--- src/rtl/nibble_frame_reply_decoder_assert.svh ---
// Assertion macros shared by the decoder RTL.
`ifndef NIBBLE_FRAME_REPLY_DECODER_ASSERT_SVH
`define NIBBLE_FRAME_REPLY_DECODER_ASSERT_SVH

`ifndef SYNTHESIS

// Same-cycle implication.
`define NFRD_ASSERT_IMP(lbl, clk, rst, ante, cons) \
   lbl: assert property (@(posedge clk) disable iff (rst) (ante) |-> (cons)) \
      else $error("nfrd: same-cycle check failed");

// Next-cycle implication.
`define NFRD_ASSERT_NXT(lbl, clk, rst, ante, cons) \
   lbl: assert property (@(posedge clk) disable iff (rst) (ante) |=> (cons)) \
      else $error("nfrd: next-cycle check failed");

// Invariant.
`define NFRD_ASSERT_ALWAYS(lbl, clk, rst, cond) \
   lbl: assert property (@(posedge clk) disable iff (rst) (cond)) \
      else $error("nfrd: invariant failed");

`else

`define NFRD_ASSERT_IMP(lbl, clk, rst, ante, cons)
`define NFRD_ASSERT_NXT(lbl, clk, rst, ante, cons)
`define NFRD_ASSERT_ALWAYS(lbl, clk, rst, cond)

`endif

`endif

--- src/rtl/nfrd_pkg.sv ---
package nfrd_pkg;

   localparam int NFRD_MAX_PAYLOAD = 8;

   // frame kinds
   localparam logic [1:0] KIND_STATUS  = 2'd0;
   localparam logic [1:0] KIND_READ    = 2'd1;
   localparam logic [1:0] KIND_ANALOG  = 2'd2;
   localparam logic [1:0] KIND_UNKNOWN = 2'd3;

   // result status codes
   localparam logic [2:0] ST_OK       = 3'd0;
   localparam logic [2:0] ST_FRAMING  = 3'd1;
   localparam logic [2:0] ST_DEVICE   = 3'd2;
   localparam logic [2:0] ST_CHECKSUM = 3'd3;
   localparam logic [2:0] ST_CAPACITY = 3'd4;
   localparam logic [2:0] ST_UNKNOWN  = 3'd5;

   // configuration register indexes
   localparam logic [2:0] CSR_ACK_CODE        = 3'd0;
   localparam logic [2:0] CSR_LENGTH_PREFIX   = 3'd1;
   localparam logic [2:0] CSR_CHECKSUM_PREFIX = 3'd2;
   localparam logic [2:0] CSR_DATA_PREFIX     = 3'd3;
   localparam logic [2:0] CSR_END_MARKER      = 3'd4;
   localparam logic [2:0] CSR_READ_CAPACITY   = 3'd5;

   // configuration reset values
   localparam logic [7:0] RST_ACK_CODE        = 8'hc0;
   localparam logic [3:0] RST_LENGTH_PREFIX   = 4'hb;
   localparam logic [3:0] RST_CHECKSUM_PREFIX = 4'h9;
   localparam logic [3:0] RST_DATA_PREFIX     = 4'h8;
   localparam logic [7:0] RST_END_MARKER      = 8'haf;
   localparam logic [3:0] RST_READ_CAPACITY   = 4'd8;

   // length byte codes
   localparam logic [7:0] LEN_SPECIAL     = 8'hbf;
   localparam logic [3:0] CMD_ACK_NIBBLE  = 4'hc;
   localparam logic [4:0] COV_SPECIAL_ACK = 5'd9;
   localparam logic [4:0] COV_SPECIAL     = 5'd5;
   localparam logic [4:0] COV_START       = 5'd4;

   // error flag bits
   localparam int FLAG_TAIL = 0;
   localparam int FLAG_DATA = 1;

   typedef struct packed {
      logic [2:0]  status;
      logic [7:0]  data_byte;
      logic [3:0]  channel;
      logic [3:0]  signal_kind;
      logic [15:0] sample_value;
      logic        last;
   } result_type;

endpackage

--- src/rtl/nibble_frame_reply_decoder.sv ---
// Reply-frame decoder: takes one received byte per cycle unless stalled and
// keeps the frame state in registers, with register-read payload bytes
// written to a small payload memory (depth MAX_PAYLOAD_BYTES, registered
// read). At the end byte of a frame a single status result is queued at once;
// a register-read reply that passes every check instead reads its N payload
// bytes back from the memory, one per cycle while the result queue has room,
// followed by the status. The input is stalled while that runs, until the
// status is queued. The result side is a two-entry queue, so outside a
// read-back input bytes keep flowing while one result waits; the input then
// stalls only when both entries are full.
`include "nibble_frame_reply_decoder_assert.svh"

module nibble_frame_reply_decoder
   import nfrd_pkg::*;
#(
   parameter int MAX_PAYLOAD_BYTES = NFRD_MAX_PAYLOAD
) (
   input  logic        clock,
   input  logic        reset,

   input  logic        req_valid,
   output logic        req_stall,
   input  logic [1:0]  req_operation,
   input  logic [7:0]  req_rx_byte,
   input  logic        req_frame_start,

   output logic        rsp_valid,
   input  logic        rsp_stall,
   output logic [2:0]  rsp_status,
   output logic [7:0]  rsp_data_byte,
   output logic [3:0]  rsp_channel,
   output logic [3:0]  rsp_signal_kind,
   output logic [15:0] rsp_sample_value,
   output logic        rsp_last,

   input  logic        csr_valid,
   output logic        csr_ready,
   input  logic [2:0]  csr_index,
   input  logic [7:0]  csr_wdata
);

   localparam int IDX_W = (MAX_PAYLOAD_BYTES > 1) ? $clog2(MAX_PAYLOAD_BYTES) : 1;
   localparam logic [3:0] MAX_CNT = 4'(MAX_PAYLOAD_BYTES);

   // configuration
   logic [7:0] ack_code_ff;
   logic [3:0] length_prefix_ff;
   logic [3:0] checksum_prefix_ff;
   logic [3:0] data_prefix_ff;
   logic [7:0] end_marker_ff;
   logic [3:0] read_capacity_ff;

   // frame state
   logic        open_ff,  open_in;
   logic [4:0]  pos_ff,   pos_in;
   logic [1:0]  kind_ff,  kind_in;
   logic [7:0]  xor_ff,   xor_in;
   logic [4:0]  cov_ff,   cov_in;
   logic [7:0]  cmd_ff,   cmd_in;
   logic [7:0]  src_ff,   src_in;
   logic [7:0]  len_ff,   len_in;
   logic [3:0]  hold_ff,  hold_in;
   logic [3:0]  pcnt_ff,  pcnt_in;
   logic [15:0] acc_ff,   acc_in;
   logic [3:0]  kindn_ff, kindn_in;
   logic [7:0]  rcs_ff,   rcs_in;
   logic [1:0]  eflags_ff, eflags_in;

   // payload memory
   logic [7:0]       payload_mem [MAX_PAYLOAD_BYTES];
   logic             mem_we;
   logic [IDX_W-1:0] mem_waddr;
   logic [7:0]       mem_wdata;
   logic             store_req;
   logic [7:0]       store_data;

   // read-back sequencer
   logic       drain_busy_ff, drain_busy_in;
   logic [3:0] drain_idx_ff,  drain_idx_in;
   logic [3:0] drain_cnt_ff,  drain_cnt_in;
   logic       rd_pending_ff;
   logic [7:0] rd_data_ff;
   logic       rd_issue;
   logic [2:0] occ_after;

   // result queue
   result_type q_ff [2];
   logic       q_wr_ff, q_rd_ff;
   logic [1:0] q_count_ff, q_count_in;
   logic       push, pop;
   result_type push_res;
   logic       in_push;
   result_type in_res;
   logic       drain_status_push;

   // per-byte working values
   logic       req_fire;
   logic [4:0] p;
   logic [4:0] total;
   logic [4:0] tail_start;
   logic [4:0] off;
   logic [4:0] off_m1;
   logic [3:0] cap;
   logic       head_bad, tail_bad, cmd_bad, cov_bad, crc_bad, cap_bad;
   logic [2:0] st_sel;

   assign req_fire  = req_valid && !req_stall;
   assign req_stall = drain_busy_ff || (q_count_ff == 2'd2);
   assign csr_ready = 1'b1;
   assign cap       = (read_capacity_ff > MAX_CNT) ? MAX_CNT : read_capacity_ff;

   always_ff @(posedge clock) begin
      if (reset) begin
         ack_code_ff        <= RST_ACK_CODE;
         length_prefix_ff   <= RST_LENGTH_PREFIX;
         checksum_prefix_ff <= RST_CHECKSUM_PREFIX;
         data_prefix_ff     <= RST_DATA_PREFIX;
         end_marker_ff      <= RST_END_MARKER;
         read_capacity_ff   <= RST_READ_CAPACITY;
      end else if (csr_valid && csr_ready) begin
         case (csr_index)
            CSR_ACK_CODE:        ack_code_ff        <= csr_wdata;
            CSR_LENGTH_PREFIX:   length_prefix_ff   <= csr_wdata[3:0];
            CSR_CHECKSUM_PREFIX: checksum_prefix_ff <= csr_wdata[3:0];
            CSR_DATA_PREFIX:     data_prefix_ff     <= csr_wdata[3:0];
            CSR_END_MARKER:      end_marker_ff      <= csr_wdata;
            CSR_READ_CAPACITY:   read_capacity_ff   <= csr_wdata[3:0];
            default: ;
         endcase
      end
   end

   // byte processing
   always_comb begin
      open_in   = open_ff;
      pos_in    = pos_ff;
      kind_in   = kind_ff;
      xor_in    = xor_ff;
      cov_in    = cov_ff;
      cmd_in    = cmd_ff;
      src_in    = src_ff;
      len_in    = len_ff;
      hold_in   = hold_ff;
      pcnt_in   = pcnt_ff;
      acc_in    = acc_ff;
      kindn_in  = kindn_ff;
      rcs_in    = rcs_ff;
      eflags_in = eflags_ff;
      store_req  = 1'b0;
      store_data = '0;
      mem_we     = 1'b0;
      mem_waddr  = '0;
      mem_wdata  = '0;
      in_push    = 1'b0;
      in_res     = '0;
      drain_busy_in = drain_busy_ff;
      drain_idx_in  = drain_idx_ff;
      drain_cnt_in  = drain_cnt_ff;
      p          = '0;
      total      = '0;
      tail_start = '0;
      off        = '0;
      off_m1     = '0;
      head_bad   = 1'b0;
      tail_bad   = 1'b0;
      cmd_bad    = 1'b0;
      cov_bad    = 1'b0;
      crc_bad    = 1'b0;
      cap_bad    = 1'b0;
      st_sel     = ST_OK;

      if (req_fire) begin
         if (req_frame_start && (req_operation == KIND_UNKNOWN)) begin
            kind_in        = req_operation;
            open_in        = 1'b0;
            in_push        = 1'b1;
            in_res.status  = ST_UNKNOWN;
            in_res.last    = 1'b1;
         end else if (req_frame_start || open_ff) begin
            if (req_frame_start) begin
               kind_in   = req_operation;
               open_in   = 1'b1;
               pos_in    = '0;
               xor_in    = '0;
               cov_in    = COV_START;
               pcnt_in   = '0;
               acc_in    = '0;
               kindn_in  = '0;
               rcs_in    = '0;
               eflags_in = '0;
               hold_in   = '0;
            end
            p = pos_in;
            if (p == 5'd0) cmd_in = req_rx_byte;
            if (p == 5'd1) src_in = req_rx_byte;
            if (p == 5'd3) begin
               len_in = req_rx_byte;
               if (req_rx_byte == LEN_SPECIAL) begin
                  cov_in = (cmd_in[7:4] == CMD_ACK_NIBBLE) ? COV_SPECIAL_ACK : COV_SPECIAL;
               end else begin
                  cov_in = 5'(req_rx_byte[3:0]) + COV_START;
               end
            end
            if (p < cov_in) xor_in = xor_in ^ req_rx_byte;

            case (kind_in)
               KIND_READ:   total = 5'd7 + 5'(len_in[3:0]);
               KIND_ANALOG: total = 5'd12;
               default:     total = 5'd7;
            endcase
            tail_start = total - 5'd3;
            pos_in     = p + 5'd1;

            if (p >= 5'd4) begin
               if (p < tail_start) begin
                  off    = p - 5'd4;
                  off_m1 = off - 5'd1;
                  if (kind_in == KIND_READ) begin
                     if (!off[0]) begin
                        hold_in = req_rx_byte[3:0];
                     end else begin
                        store_req  = 1'b1;
                        store_data = {req_rx_byte[3:0], hold_in};
                     end
                  end else if (kind_in == KIND_ANALOG) begin
                     if (off == 5'd0) begin
                        kindn_in = req_rx_byte[3:0];
                     end else begin
                        if (req_rx_byte[7:4] != data_prefix_ff) eflags_in[FLAG_DATA] = 1'b1;
                        acc_in = acc_in | (16'(req_rx_byte[3:0]) << {off_m1[1:0], 2'b00});
                     end
                  end
               end else if (p == tail_start) begin
                  if (req_rx_byte[7:4] != checksum_prefix_ff) eflags_in[FLAG_TAIL] = 1'b1;
                  rcs_in[3:0] = req_rx_byte[3:0];
                  if ((kind_in == KIND_READ) && len_in[0]) begin
                     store_req  = 1'b1;
                     store_data = {req_rx_byte[3:0], hold_in};
                  end
               end else if (p == tail_start + 5'd1) begin
                  if (req_rx_byte[7:4] != checksum_prefix_ff) eflags_in[FLAG_TAIL] = 1'b1;
                  rcs_in[7:4] = req_rx_byte[3:0];
               end else begin
                  // end byte: close the frame and judge it
                  open_in  = 1'b0;
                  pos_in   = '0;
                  head_bad = len_in[7:4] != length_prefix_ff;
                  tail_bad = eflags_in[FLAG_TAIL] || (req_rx_byte != end_marker_ff);
                  cmd_bad  = cmd_in != ack_code_ff;
                  cov_bad  = cov_in > total;
                  crc_bad  = xor_in != rcs_in;
                  cap_bad  = pcnt_in > cap;
                  case (kind_in)
                     KIND_STATUS: begin
                        st_sel = head_bad ? ST_FRAMING : tail_bad ? ST_FRAMING :
                                 cmd_bad ? ST_DEVICE : cov_bad ? ST_FRAMING :
                                 crc_bad ? ST_CHECKSUM : ST_OK;
                        in_push        = 1'b1;
                        in_res.status  = st_sel;
                        in_res.channel = (st_sel == ST_OK) ? src_in[3:0] : 4'd0;
                        in_res.last    = 1'b1;
                     end
                     KIND_READ: begin
                        st_sel = head_bad ? ST_FRAMING : cmd_bad ? ST_DEVICE :
                                 cap_bad ? ST_CAPACITY : tail_bad ? ST_FRAMING :
                                 cov_bad ? ST_FRAMING : crc_bad ? ST_CHECKSUM : ST_OK;
                        if (st_sel == ST_OK) begin
                           drain_busy_in = 1'b1;
                           drain_idx_in  = '0;
                           drain_cnt_in  = (pcnt_in > MAX_CNT) ? MAX_CNT : pcnt_in;
                        end else begin
                           in_push       = 1'b1;
                           in_res.status = st_sel;
                           in_res.last   = 1'b1;
                        end
                     end
                     default: begin
                        st_sel = tail_bad ? ST_FRAMING : cmd_bad ? ST_DEVICE :
                                 cov_bad ? ST_FRAMING : crc_bad ? ST_CHECKSUM :
                                 eflags_in[FLAG_DATA] ? ST_FRAMING : ST_OK;
                        in_push       = 1'b1;
                        in_res.status = st_sel;
                        in_res.last   = 1'b1;
                        if (st_sel == ST_OK) begin
                           in_res.channel      = src_in[3:0];
                           in_res.signal_kind  = kindn_in;
                           in_res.sample_value = acc_in;
                        end
                     end
                  endcase
               end
            end

            if (store_req) begin
               if (pcnt_in < MAX_CNT) begin
                  mem_we    = 1'b1;
                  mem_waddr = pcnt_in[IDX_W-1:0];
                  mem_wdata = store_data;
               end
               if (pcnt_in != 4'hf) pcnt_in = pcnt_in + 4'd1;
            end
         end
      end

      // read-back sequencer: advance one entry a cycle while the queue has room, then queue the status
      rd_issue          = 1'b0;
      drain_status_push = 1'b0;
      if (drain_busy_ff) begin
         if (drain_idx_ff != drain_cnt_ff) begin
            if (occ_after <= 3'd1) begin
               rd_issue     = 1'b1;
               drain_idx_in = drain_idx_ff + 4'd1;
            end
         end else if (!rd_pending_ff && ((q_count_ff != 2'd2) || pop)) begin
            drain_status_push = 1'b1;
            drain_busy_in     = 1'b0;
         end
      end
   end

   always_comb begin
      occ_after = 3'(q_count_ff) + 3'(rd_pending_ff) - 3'(pop);
   end

   always_ff @(posedge clock) begin
      if (mem_we) payload_mem[mem_waddr] <= mem_wdata;
      if (rd_issue) rd_data_ff <= payload_mem[drain_idx_ff[IDX_W-1:0]];
   end

   // result queue
   assign pop       = (q_count_ff != 2'd0) && !rsp_stall;
   assign rsp_valid = q_count_ff != 2'd0;

   always_comb begin
      push     = 1'b0;
      push_res = '0;
      if (rd_pending_ff) begin
         push               = 1'b1;
         push_res.status    = ST_OK;
         push_res.data_byte = rd_data_ff;
      end else if (drain_status_push) begin
         push            = 1'b1;
         push_res.status = ST_OK;
         push_res.last   = 1'b1;
      end else if (in_push) begin
         push     = 1'b1;
         push_res = in_res;
      end
      q_count_in = q_count_ff + 2'(push) - 2'(pop);
   end

   assign rsp_status       = q_ff[q_rd_ff].status;
   assign rsp_data_byte    = q_ff[q_rd_ff].data_byte;
   assign rsp_channel      = q_ff[q_rd_ff].channel;
   assign rsp_signal_kind  = q_ff[q_rd_ff].signal_kind;
   assign rsp_sample_value = q_ff[q_rd_ff].sample_value;
   assign rsp_last         = q_ff[q_rd_ff].last;

   always_ff @(posedge clock) begin
      if (push) q_ff[q_wr_ff] <= push_res;
   end

   always_ff @(posedge clock) begin
      if (reset) begin
         open_ff       <= 1'b0;
         pos_ff        <= '0;
         kind_ff       <= '0;
         xor_ff        <= '0;
         cov_ff        <= '0;
         cmd_ff        <= '0;
         src_ff        <= '0;
         len_ff        <= '0;
         hold_ff       <= '0;
         pcnt_ff       <= '0;
         acc_ff        <= '0;
         kindn_ff      <= '0;
         rcs_ff        <= '0;
         eflags_ff     <= '0;
         drain_busy_ff <= 1'b0;
         drain_idx_ff  <= '0;
         drain_cnt_ff  <= '0;
         rd_pending_ff <= 1'b0;
         q_wr_ff       <= 1'b0;
         q_rd_ff       <= 1'b0;
         q_count_ff    <= '0;
      end else begin
         open_ff       <= open_in;
         pos_ff        <= pos_in;
         kind_ff       <= kind_in;
         xor_ff        <= xor_in;
         cov_ff        <= cov_in;
         cmd_ff        <= cmd_in;
         src_ff        <= src_in;
         len_ff        <= len_in;
         hold_ff       <= hold_in;
         pcnt_ff       <= pcnt_in;
         acc_ff        <= acc_in;
         kindn_ff      <= kindn_in;
         rcs_ff        <= rcs_in;
         eflags_ff     <= eflags_in;
         drain_busy_ff <= drain_busy_in;
         drain_idx_ff  <= drain_idx_in;
         drain_cnt_ff  <= drain_cnt_in;
         rd_pending_ff <= rd_issue;
         q_wr_ff       <= q_wr_ff ^ push;
         q_rd_ff       <= q_rd_ff ^ pop;
         q_count_ff    <= q_count_in;
      end
   end

   `NFRD_ASSERT_ALWAYS(a_queue_bound, clock, reset, q_count_ff != 2'd3)
   `NFRD_ASSERT_IMP(a_read_has_room, clock, reset, rd_pending_ff, q_count_ff != 2'd2)
   `NFRD_ASSERT_IMP(a_drain_frame_closed, clock, reset, drain_busy_ff, !open_ff)
   `NFRD_ASSERT_IMP(a_drain_from_item, clock, reset, $rose(drain_busy_ff), $past(req_fire))

endmodule

--- config.mk ---
export PLATFORM = sky130hd
export DESIGN_NAME = nibble_frame_reply_decoder
export DESIGN_NICKNAME = d
export VERILOG_FILES = /design/src/rtl/nfrd_pkg.sv /design/src/rtl/nibble_frame_reply_decoder.sv
export VERILOG_INCLUDE_DIRS = /design/src /design/src/rtl
export SDC_FILE = /design/constraint.sdc
export NUM_CORES = 1
export LEC_CHECK = 0
export ABC_CLOCK_PERIOD_IN_PS = 10300
export BUFFER_PORTS_ARGS = -buffer_cell sky130_fd_sc_hd__buf_4
export CAP_MARGIN = 20
export CORE_MARGIN = 3
export CORE_UTILIZATION = 38
export DETAILED_ROUTE_END_ITERATION = 6
export GPL_TIMING_DRIVEN = 0
export REMOVE_ABC_BUFFERS = 1
export SETUP_SLACK_MARGIN = 0.02
export SLEW_MARGIN = 0
export SYNTH_ARGS = -nofsm -noshare
export SYNTH_HDL_FRONTEND = slang
export SYNTH_SLANG_ARGS = --single-unit
--- constraint.sdc ---
create_clock -name clock -period 10.3 [get_ports clock]
set_input_delay 2.06 -clock clock [delete_from_list [all_inputs] [get_ports clock]]
set_output_delay 2.06 -clock clock [all_outputs]
set_load 0.02 [all_outputs]
After elaboration in Yosys (flattened, before gate mapping)

Memories as Yosys holds them, arrays and structs flattened. A register that Yosys moved wholly into a read port is not among the register bits.
Cells that the tools add are included.

Add/subtract/negate cells: 13
$lt $le $gt $ge: 9
Eq/ne operators: 24
Shifts and indexed selects: 1
Mux-type cells: 229
Bitwise logic cells: 8
Reductions and logical operators: 31

Operator list:

| cell                | count |
|---|---|
| $mux 8              | 33 |
| $mux 24             | 10 |
| $mux 25             | 7 |
| $mux 4              | 40 |
| $mux 16             | 9 |
| $mux 5              | 17 |
| $mux 1              | 68 |
| $mux 3              | 20 |
| $mux 2              | 18 |
| $mux 36             | 1 |
| $mux 32             | 1 |
| $ne 8x8->1          | 3 |
| $mux 20             | 1 |
| $ne 4x4->1          | 4 |
| $or 16x16->16       | 1 |
| $shl 4x4->16        | 1 |
| $reduce_and 2->1    | 7 |
| $logic_not 3->1     | 4 |
| $mux 11             | 1 |
| $add 5x1->5 const B | 2 |
| $eq 5x5->1          | 2 |
| $logic_not 5->1     | 2 |
| $lt 5x5->1          | 2 |
| $pmux 5 s2          | 1 |
| other kinds (40)    | 60 |

Flip-flop bits (word level): 125
RAM bits: 136
Bits of input ports: 27
Word-level logic and storage cells: 344
Memories kept: 2

Memory list:

| memory      | words | width | read ports | clocked after memory_dff | write ports | RTL line                         | text |
|---|---|---|---|---|---|---|---|
| q_ff        | 2     | 36    | 1          | 1                        | 1           | nibble_frame_reply_decoder.sv:87 | `result_type q_ff [2];` |
| payload_mem | 8     | 8     | 1          | 1                        | 1           | nibble_frame_reply_decoder.sv:70 | `logic [7:0] payload_mem [MAX_PAYLOAD_BYTES];` |

Logic depth before layout (Yosys ltp)

Word-level depth: 48
Depth in mapped cells: 32
Gate-level depth less buffers: 29

Least setup slack after synthesis

No wires, ideal clock.

Path kind: input to register
From: input req_frame_start
To: memory q_ff[1][0] in the netlist's numbering, enable pin
Arrival time: 7.962 ns
Slack: 1.941 ns
Stages: 26
Path buffers: 5
Cells stage by stage: clkbuf_1 -> clkbuf_1 -> nor2b_1 -> ha_1 -> or4b_4 -> nand2_2 -> buf_6 -> clkbuf_1 -> mux2i_1 -> ha_1 -> and3b_1 -> o22ai_1 -> and3_1 -> clkbuf_1 -> nand2_1 -> xor2_1 -> ha_1 -> o21a_1 -> o21ai_0 -> nand2_1 -> nand2_1 -> nor3_1 -> o211ai_2 -> a21o_1 -> nand2_1 -> ha_1

Cells in the longest elaborated chain, start to end: 43
Elaborated cells on any way between the ends: 90

RTL lines:

| item                           | RTL line                          | text |
|---|---|---|
| from (decl)                    | nibble_frame_reply_decoder.sv:25  | `input logic req_frame_start,` |
| $mux 5                         | nibble_frame_reply_decoder.sv:180 | `if (req_frame_start) begin` |
| $mux 5                         | nibble_frame_reply_decoder.sv:179 | `end else if (req_frame_start \|\| open_ff) begin` |
| $mux 5                         | nibble_frame_reply_decoder.sv:173 | `if (req_frame_start && (req_operation == KIND_UNKNOWN)) begin` |
| $mux 5                         | nibble_frame_reply_decoder.sv:172 | `if (req_fire) begin` |
| $logic_not 5->1                | nibble_frame_reply_decoder.sv:194 | `if (p == 5'd0) cmd_in = req_rx_byte;` |
| $mux 8                         | nibble_frame_reply_decoder.sv:194 |  |
| $mux 8                         | nibble_frame_reply_decoder.sv:179 |  |
| $mux 8                         | nibble_frame_reply_decoder.sv:173 |  |
| [27 not listed]                | --                                |  |
| $mux 1                         | nibble_frame_reply_decoder.sv:179 |  |
| $mux 1 *                       | nibble_frame_reply_decoder.sv:173 |  |
| $mux 1 *                       | nibble_frame_reply_decoder.sv:172 |  |
| $mux 1 *                       | nibble_frame_reply_decoder.sv:345 | `end else if (in_push) begin` |
| $mux 1 *                       | nibble_frame_reply_decoder.sv:341 | `end else if (drain_status_push) begin` |
| $mux 1 *                       | nibble_frame_reply_decoder.sv:337 | `if (rd_pending_ff) begin` |
| $mux 1 *                       | nibble_frame_reply_decoder.sv:360 | `if (push) q_ff[q_wr_ff] <= push_res;` |
| $mux 1 (implied by the code) * | nibble_frame_reply_decoder.sv:360 |  |
| to (decl)                      | nibble_frame_reply_decoder.sv:87  |  |

Mark *: on every way between the ends. The rest lies on a longest branch, timed or not. The select of a mux whose other input is x is not followed.

Final worst setup path

From: input req_frame_start
To: memory payload_mem[2][7], enable pin

Cells in the longest elaborated chain, start to end: 28
Elaborated cells on any way between the ends: 54

RTL lines:

| item                                                 | RTL line |
|---|---|
| branches (longest 28 deep; another with $add 3x4->5) | -- |
| to (decl)                                            | nibble_frame_reply_decoder.sv:70 |

Parallel ways; which one is timed is not known. The select of a mux whose other input is x is not followed.

==> out/results.tsv <==
metric	value	unit
cp-endpoint	payload_mem[2][7]$_DFFE_PP_	
cts_resized	0	
root_buffer	clkbuf_16	
clkLatencyLatePin	570	ps
critical_path.startpoint	req_frame_start	
syn2layout_area_growth	15.3	%
syn-instance-count	1230	
syn-mean-instance-area	10.7	sq um
r2r.worst_path.cells	22	
clk_pin_slew	60	ps
post-synth-top-area-fraction	0.330	
vdd.ir_drop.worst	0.137	mV
worst_path_dominant_cell_family	simple AND/OR/NAND/NOR gates	
drv_cap	0	
initial_core_util	0.388	
cts.sinks	269	
cts_hold_buffers	0	
route.antenna.remaining_nets	0	
synth.ff_latch_count	269	
tritoncts_clock_tree	yes	
synth_area_leaders	edfxtp_1 33%, dfxtp_1 19%, nand2_1 4.0%	
global_route.usage.total	0.165	
powerDensity	177	nW/um^2
critical_path_class	in2reg	
fp.dieH	192	microns
grt_pass1_vias	8940	
worstMarginPinSlew	1020	ps
cts_inserted_buffers	30	
number_of_placement_rows	67	
fmax	0.113	GHz
synth-edff-count	144	
worstSetupEndpointType	register	
design.final.nets	1335	
ys_top_cells_by_count	144 x edfxtp_1, 139 x nand2_1, 125 x dfxtp_1	
antenna_found_initial	0	
postCtsSetupBuffers	0	
worst_clock_skew	23.6	ps
clockBufferDepth	3	
io_pins	66	
critPathSlowestCell	or4b_4	
final.min_clock_period	8820	ps
detail_route.drc_violations	0	
final_setup_violation_count	0	
synth_sequential_area_ratio	0.520	
clock_tree.htree_level_count	1	
cp_num_cells	25	
async_reset_ff_frac	0	
timing.rr.start	pos_ff[0]$_SDFFE_PP0P_	
yosys.cell_count.top_type	edfxtp_1	
firstDrtPassIters	5	
regToRegSetupSlack	2990	ps
path_buf_inv	5	
numPortBuffers	64	
synth_top_cell_by_area	edfxtp_1	
worstPathMaxFanout	52	
yosys.cell_types.count	83	
place.gp.congestion	0.899	
worst_hold_path_type	reg2reg	
unrepaired_setup_endpoints_after_global_routing	false	
drt_wl_total	31000	microns
critPathArrivalTime	9080	ps
grt_first_pass_wirelength	48900	microns
ys_dominant_reg_cell	edfxtp_1	
final_layout_size_suffix_gt1_frac	0.163	
synth.cell_area	13100	sq um
n_fill_cell	3163	
ys_warn_count	0	
hold_viol_final	0	
placeableCoreArea	33800	sq um
worstPathRequired	10560	ps
dieArea	36800	sq um
critical-path-max-stage-delay	550	ps
timing.setup.tns	0	ps
horiz_die_dim	192	microns
detailedRoute.firstIterationViolations	611	
run_status	finished clean	
viasPerCell	5.40	
num_vias	9434	
reg2reg_to	payload_mem[2][7]$_DFFE_PP_	
fin_util	0.448	
leakage	5.52	nW
largest_net_degree_at_the_start_of_global_routing	103	
timing.slew.headroom	0.318	
detailed_place_hpwl	21000	microns
cp_common_cell	ha_1	
global_route.overflow_total	0	
diodes	0	
worstSetupStartpointType	input port	
timing_max_transition_violations_final	0	
avgRoutedWirePerCell	17.8	microns
finalCritPeriodShare	0.856	
[placed cells by master (no fill, tap or decap), drive strengths merged, types with 46 or more instances in the layout]
cell    count
edfxtp    144
nand2     140
dfxtp     125
nor2       92
buf        80
a21oi      73
o21ai      61
clkbuf     48
nand3      46
mux2       46
[cell type report]
class / instances / area [sq um] / share of cell area
Tap cell: 448 / 561 / 0.0370
Inverter: 43 / 161 / 0.0107
Multi-Input combinational cell: 850 / 5860 / 0.387
Timing Repair Buffer: 80 / 714 / 0.0472
Clock buffer: 48 / 901 / 0.0595
Clock inverter: 8 / 105 / 0.00695
Sequential cell: 269 / 6830 / 0.451
[routing by layer]
layer	GRT usage	wire, microns	share of wire
met1	0.231	14600	0.47
met4	0.0353	557	0.018
met5	0	0	0
met2	0.269	14300	0.46
met3	0.0290	1560	0.050
[metrics by stage]
step / hold WS, ps / worst slack (ps) / total power, W / area [sq um] / std cells
floorplan: 430 / 2580 / 0.00147 / 12800 / 1162
global placement: 444 / 524 / 0.00162 / 13900 / 1674
detailed placement: 450 / 973 / 0.00164 / 14100 / 1688
CTS: 458 / 1520 / 0.00270 / 15100 / 1744
global route: 480 / 825 / 0.00279 / 15100 / 1746
finish: 455 / 1480 / 0.00268 / 15100 / 1746
[report_power, final]
group          switching [W]  total [W]  internal (W)  leakage, nW
clock               0.000431    0.00106      0.000627        0.491
combinational       0.000260   0.000449      0.000189         2.57
sequential         0.0000243    0.00117       0.00114         2.46
total               0.000715    0.00268       0.00196         5.52
[tightest hold or removal path, delay by kind of cell (launching register included)]
kind / cells / cell delay (ps)
AOI/OAI and AO/OA: 1 / 50
DFF: 1 / 310
and+or+nand+nor: 1 / 50
[how the worst min path moves through the flow]
stage	from	to	cells past startpoint
2_1_floorplan	len_ff[4]$_SDFFE_PP0P_	len_ff[4]$_SDFFE_PP0P_	2
3_3_place_gp	len_ff[7]$_SDFFE_PP0P_	len_ff[7]$_SDFFE_PP0P_	2
3_5_place_dp	len_ff[7]$_SDFFE_PP0P_	len_ff[7]$_SDFFE_PP0P_	2
4_1_cts	len_ff[5]$_SDFFE_PP0P_	len_ff[5]$_SDFFE_PP0P_	2
5_1_grt	len_ff[5]$_SDFFE_PP0P_	len_ff[5]$_SDFFE_PP0P_	2
6_report	len_ff[7]$_SDFFE_PP0P_	len_ff[7]$_SDFFE_PP0P_	2
[logic make-up after synthesis]
logic type / Yosys count / synth area share
multiplexers: 97 / 0.0940
AND/OR/NAND/NOR: 420 / 0.157
flip-flops: 269 / 0.520
AO/OA/AOI/OAI: 243 / 0.124
adder cells (fa/ha/maj): 35 / 0.0338
other: 1 / 0.000286
buffers and inverters: 111 / 0.0337
XOR/XNOR: 54 / 0.0366
[state kept, by name, indices dropped and copies added (netlist names), 5 cells and up]
register and flops:
ack_code_ff 8, len_ff 8, rd_data_ff 8, end_marker_ff 8
pos_ff 5, cmd_ff 8, cov_ff 5, xor_ff 8
rcs_ff 8, payload_mem 64, q_ff 72, acc_ff 16
Power figures use the tool's default switching activity.
